===== src/rtl/core/glcd_pkg.sv =====
package glcd_pkg;

    // Default geometry of the two-controller panel
    localparam int DISPLAY_WIDTH_DEF  = 128;
    localparam int DISPLAY_HEIGHT_DEF = 64;

    // Request field widths
    localparam int ACTION_W = 2;
    localparam int X_W      = 7;
    localparam int Y_W      = 6;
    localparam int S_DATA_W = 16;

    // Result field widths
    localparam int PAGE_W   = 3;
    localparam int COL_W    = 6;
    localparam int BYTE_W   = 8;
    localparam int M_DATA_W = 24;

    // Action codes
    localparam logic [ACTION_W-1:0] ACT_SET_DOT   = 2'd0;
    localparam logic [ACTION_W-1:0] ACT_CLEAR_DOT = 2'd1;
    localparam logic [ACTION_W-1:0] ACT_TOGGLE    = 2'd2;
    localparam logic [ACTION_W-1:0] ACT_CLEAR_ALL = 2'd3;

    // Commands from the controller to the datapath
    typedef struct packed {
        logic take;         // latch request, read addressed byte
        logic dot_write;    // write modified byte, load dot result
        logic sweep_write;  // write zero at sweep address, advance sweep
        logic load_zero;    // load the clear-screen result
    } glcd_cmd_t;

    // Status from the datapath to the controller
    typedef struct packed {
        logic is_clear_all; // incoming request is a clear screen
        logic sweep_last;   // sweep address is at the last byte
        logic out_free;     // result register can take a new result
    } glcd_sts_t;

endpackage


===== src/rtl/core/glcd_ctrl.sv =====
module glcd_plot_fsm
    import glcd_pkg::*;
(
    input  logic       aclk,
    input  logic       aresetn,
    input  logic       s_tvalid,
    output logic       s_tready,
    input  glcd_sts_t  sts,
    output glcd_cmd_t  cmd
);

    typedef enum logic [2:0] {
        ST_INIT_SWEEP,
        ST_IDLE,
        ST_DOT_WRITE,
        ST_CLR_SWEEP,
        ST_CLR_DONE
    } state_t;

    state_t state_reg, state_next;
    logic   ready_reg, ready_next;

    // Decode commands from the current state
    always_comb begin
        cmd.take        = ready_reg && s_tvalid;
        cmd.dot_write   = (state_reg == ST_DOT_WRITE) && sts.out_free;
        cmd.sweep_write = (state_reg == ST_INIT_SWEEP) || (state_reg == ST_CLR_SWEEP);
        cmd.load_zero   = (state_reg == ST_CLR_DONE) && sts.out_free;
    end

    // Next state
    always_comb begin
        state_next = state_reg;
        case (state_reg)
            ST_INIT_SWEEP: begin
                if (sts.sweep_last) state_next = ST_IDLE;
            end
            ST_IDLE: begin
                if (s_tvalid) begin
                    state_next = sts.is_clear_all ? ST_CLR_SWEEP : ST_DOT_WRITE;
                end
            end
            ST_DOT_WRITE: begin
                if (sts.out_free) state_next = ST_IDLE;
            end
            ST_CLR_SWEEP: begin
                if (sts.sweep_last) state_next = ST_CLR_DONE;
            end
            ST_CLR_DONE: begin
                if (sts.out_free) state_next = ST_IDLE;
            end
            default: state_next = ST_IDLE;
        endcase
        ready_next = (state_next == ST_IDLE);
    end

    // Hold state and registered ready
    always_ff @(posedge aclk) begin
        if (!aresetn) begin
            state_reg <= ST_INIT_SWEEP;
            ready_reg <= 1'b0;
        end else begin
            state_reg <= state_next;
            ready_reg <= ready_next;
        end
    end

    assign s_tready = ready_reg;

endmodule


===== config.mk =====
export PLATFORM = sky130hd
export DESIGN_NAME = glcd_plot_fsm
export DESIGN_NICKNAME = d
export VERILOG_FILES = /design/src/rtl/core/glcd_pkg.sv /design/src/rtl/core/glcd_ctrl.sv
export SDC_FILE = /design/constraint.sdc
export NUM_CORES = 1
export LEC_CHECK = 0
export BUFFER_PORTS_ARGS = -buffer_cell sky130_fd_sc_hd__buf_2
export CAP_MARGIN = 20
export CORE_AREA = 8 8 45 47
export CTS_BUF_LIST = sky130_fd_sc_hd__clkbuf_4
export CTS_CLUSTER_DIAMETER = 100
export DETAILED_ROUTE_END_ITERATION = 8
export DIE_AREA = 0 0 53 55
export SYNTH_ARGS = -nofsm -noshare
export SYNTH_HDL_FRONTEND = slang
export SYNTH_SLANG_ARGS = --single-unit

===== constraint.sdc =====
create_clock -name aclk -period 1.15 [get_ports aclk]
set_clock_uncertainty 0.1 [all_clocks]
set_input_delay 0.0575 -clock aclk [delete_from_list [all_inputs] [get_ports aclk]]
set_output_delay 0.0575 -clock aclk [all_outputs]
set_load 0.05 [all_outputs]

* After elaboration in Yosys (flattened, before gate mapping) *
Index checks and enable logic that the tools add are counted.

word-level totals
  register bits after elaboration = 4
  input port bits = 6
  output and inout port bits = 5
  word-level logic and storage cells = 19

operators by class
  eq/ne operators = 5
  muxes and demuxes = 6
  reductions and logical operators = 6

operators by type and width
  kind                                                                    number
  3-bit two-way mux                                                       4
  3-bit one-hot mux with 4 select lines                                   1
  3-bit by 1-bit equality test with 1-bit output (second input constant)  2
  3-bit by 2-bit equality test with 1-bit output (second input constant)  2
  3-bit equality test (second input constant)                             1
  1-bit logical AND                                                       3
  3-bit logical NOT                                                       1
  2-bit OR reduction                                                      1
  1-bit logical OR                                                        1
  1-bit two-way mux                                                       1

* Depth between registers and ports, before layout *
  depth in word-level cells = 4
  mapped depth = 3
  gate-level depth less buffers = 3

* Worst setup path before layout *
No wires, ideal clock.

  kind = reg-to-output
  start point = register state_reg[1]
  end point = output port cmd[1] (netlist bit)
  arrival = 1.151 ns
  required time = 0.993 ns
  slack = -0.158 ns
  cell stages (with the launch flop) = 3
  path buffers = 0
  path through = dfxtp_1 -> xor2_1 -> nor2_1

RTL lines
  item                    line             text
  start, declared         glcd_ctrl.sv:20  state_t state_reg, state_next;
  start signal, assigned  glcd_ctrl.sv:63  state_reg <= state_next;
  end, declared           glcd_ctrl.sv:9   output glcd_cmd_t cmd

==> results.json <==
{
  "violations": "setup timing",
  "numCtsBuffers": 3,
  "max_freq_ghz": 0.7711,
  "whs_endpoint": "state_reg[1]$_SDFF_PN0_",
  "min_path_type": "in -> reg",
  "r2r_cells": 3,
  "cp_max_fo": 6,
  "p_switching_w": 0.0001568,
  "worst_slack_ns": -0.1469,
  "post-place-cells": 60,
  "vias_per_cell": 4.266,
  "multi_input_area_um2": 198.9,
  "netSwitchingFraction_pct": 31.33,
  "num_antenna_cells": 0,
  "cp_cell_sequence": "and2b_1, and3_4, buf_8",
  "reg2reg_to": "s_tready$_SDFF_PN0_",
  "hold_viol": 0,
  "post-route-util_pct": 35.08,
  "htree_levels": 1,
  "grt_usage_pct": 5.137,
  "grt_max_degree": 8,
  "clkSlewWorstSetupHoldPaths_ns": 0.04,
  "synth_seq_cells": 4,
  "largest_reg_flops": 3,
  "drtIter0Drc": 3,
  "worst-path-buf-inv": 1,
  "ys_warn_count": 0,
  "cp-start-kind": "flop",
  "seqCellArea_um2": 91.34,
  "cp.depth": 3,
  "worst_pin_slew_ns": 0.2896,
  "dr_wl_met3_um": 45,
  "wl_met1_um": 258,
  "vdd_ir_drop_max_v": 0.0004572,
  "worst_path_largest_cell_delay_ns": 0.35,
  "core_um2": 1384,
  "insertion_delay_ns": 0.23,
  "cts_tree": "built",
  "crit_slowest_cell": "dfxtp_4",
  "die_y_um": 55,
  "post_drt_wl_per_cell_um": 10.69,
  "drc": 0,
  "comb_power_share_pct": 35.1,
  "gr-total-overflow": 0,
  "wl_met2_um": 380,
  "drive_above_1_share_pct": 70.83,
  "die-area_um2": 2915,
  "arrival_ns": 1.14,
  "critPathCaptureType": "primary output",
  "worstHoldStart": "s_tvalid",
  "internal-power_w": 0.0003436,
  "wl_um": 684,
  "antenna_found_initial": 0,
  "yosysSeqAreaShare_pct": 29.63,
  "stdcell_count": 64,
  "firstDrtPassIters": 3,
  "place.gp.congestion": 0.7711,
  "cts-root-buf": "clkbuf_4",
  "cp.required_ns": 0.99,
  "syn-instance-count": 29,
  "start_util_pct": 19.53,
  "area_growth_pct": 79.63,
  "grt_pass1_vias": 288,
  "rows": 14,
  "report.final.slew_viol_count": 0,
  "syn_nets": 35,
  "port_buffers": 10,
  "pwr-share-clk_pct": 33.3,
  "power_frac_seq_pct": 31.6,
  "nNetsFinal": 56,
  "detail-route-antenna-nets": 0,
  "slew_headroom_pct": 80.69,
  "outcome": "finished, violations left",
  "power_density_nw_per_um2": 1031,
  "r2r-start": "state_reg[0]$_SDFF_PN0_",
  "top_layer_used": "met3",
  "timing.final.crit_share_pct": 112.8,
  "path_class": "reg -> out",
  "grt_pass1_wl_um": 1083,
  "cts.sinks": 4,
  "fill_cells": 154,
  "synthesis.area_um2": 270.3,
  "die_x_um": 53,
  "drv_cap": 0,
  "hold_depth": 3,
  "num_io_pins": 11,
  "regToRegSetupSlack_ns": -0.12,
  "p_leak_nw": 0.2205,
  "setup_viol": 6,
  "fin_crit_ns": 1.297,
  "rsz0062_at_grt": "yes",
  "ys_types": 20,
  "cts_setup_buffers": 0,
  "critPathTopFamily": "simple AND/OR/NAND/NOR gates",
  "num_vias": 273,
  "syn_avg_cell_area_um2": 9.319,
  "dpl.hpwl_um": 589,
  "finalPower_w": 0.0005004,
  "clockBufferDepth": 2
}
==> cell type report <==
cell class / count / share of cell area [%]
inverters: 4 / 5.928
repair buffers: 16 / 25.52
clock buffers: 3 / 4.639
multi-input cells: 21 / 40.98
flip-flops and latches: 4 / 18.81
well taps: 16 / 4.124
==> cell usage after synthesis <==
cell / count / area share (%)
or3_1: 1 / 2.3
nand2_1: 1 / 1.4
a21oi_1: 1 / 1.9
and2b_2: 1 / 3.2
a2111oi_2: 2 / 11
dfxtp_1: 4 / 30
inv_1: 3 / 4.2
nor2_1: 3 / 4.2
and2_1: 1 / 2.3
bufinv_8: 1 / 6.5
nor3_1: 1 / 1.9
nand4_1: 1 / 2.3
o211ai_2: 1 / 4.6
xor2_1: 1 / 3.2
and2b_1: 1 / 2.8
o21ai_0: 1 / 1.9
a2111oi_1: 1 / 3.7
and3_1: 2 / 4.6
and3b_1: 1 / 3.2
or4b_4: 1 / 5.1
==> timing repair <==
item	in CTS	in global routing
hold buffers	1	0
pin swaps	4	1
endpoints found under the setup margin	7	7
resized for setup	14	1
endpoints found under the hold margin	1	0
==> metrics by stage <==
stage | setup slack (ns) | setup TNS [ns] | instance area [µm²] | hold slack (ns)
after floorplan | -0.08450 | -0.1852 | 296.5 | 0.08028
after global placement | -0.1249 | -0.4062 | 404.1 | 0.2349
after detailed placement | -0.1381 | -0.4744 | 404.1 | 0.2334
after CTS | -0.1497 | -0.7339 | 483.0 | 0.03347
after global routing | -0.1813 | -0.9183 | 485.5 | 0.04197
final | -0.1469 | -0.7062 | 485.5 | 0.03273
==> power groups by stage <==
stage | registers (W) | clock network [W] | logic [W]
global placement | 0.000160 | 0 | 0.000157
global route | 0.000160 | 0.000182 | 0.000186
detailed placement | 0.000160 | 0 | 0.000157
floorplan | 0.000173 | 0 | 0.0000982
finish | 0.000158 | 0.000167 | 0.000176
CTS | 0.000159 | 0.000174 | 0.000178
==> logic make-up after synthesis <==
logic type | Yosys count | synth area share (%)
and+or+nand+nor | 14 | 33.33
AOI/OAI and AO/OA | 6 | 23.14
DFF | 4 | 29.63
buffers and inverters | 4 | 10.65
xor gates and xnor gates | 1 | 3.241
==> cell usage in the layout (no fill, tap or decap), types with 2 or more instances in the layout <==
master     Yosys  layout
dfxtp_4        0       3
and3_4         0       2
clkbuf_4       0       3
buf_4          0       5
buf_2          0       7
inv_1          3       3
nor2_1         3       2
buf_8          0       2
a2111oi_2      2       2
==> worst reg2reg max path, delay by kind of cell (launching register included) <==
kind            cells  cell delay [ns]
simple gates        1             0.54
flops               1             0.35
compound gates      2             0.15
==> routing by layer <==
| layer | up-vias | track usage (%) |
|---|---|---|
| met4 | 0 | 1.293 |
| met2 | 5 | 10.16 |
| met1 | 125 | 4.103 |
| met5 | - | 0 |
| li1 | 143 | - |
| met3 | 0 | 3.209 |
==> how the worst max path moves through the flow <==
stage                            startpoint                   to  slack, ns
finish              state_reg[0]$_SDFF_PN0_               cmd[0]      -0.15
detailed placement  state_reg[1]$_SDFF_PN0_  s_tready$_SDFF_PN0_      -0.14
floorplan           state_reg[0]$_SDFF_PN0_  s_tready$_SDFF_PN0_      -0.08
CTS                 state_reg[0]$_SDFF_PN0_               cmd[0]      -0.15
global route        state_reg[0]$_SDFF_PN0_               cmd[0]      -0.18
global placement    state_reg[1]$_SDFF_PN0_  s_tready$_SDFF_PN0_      -0.12
No activity file was read; power rests on OpenSTA's default activity.
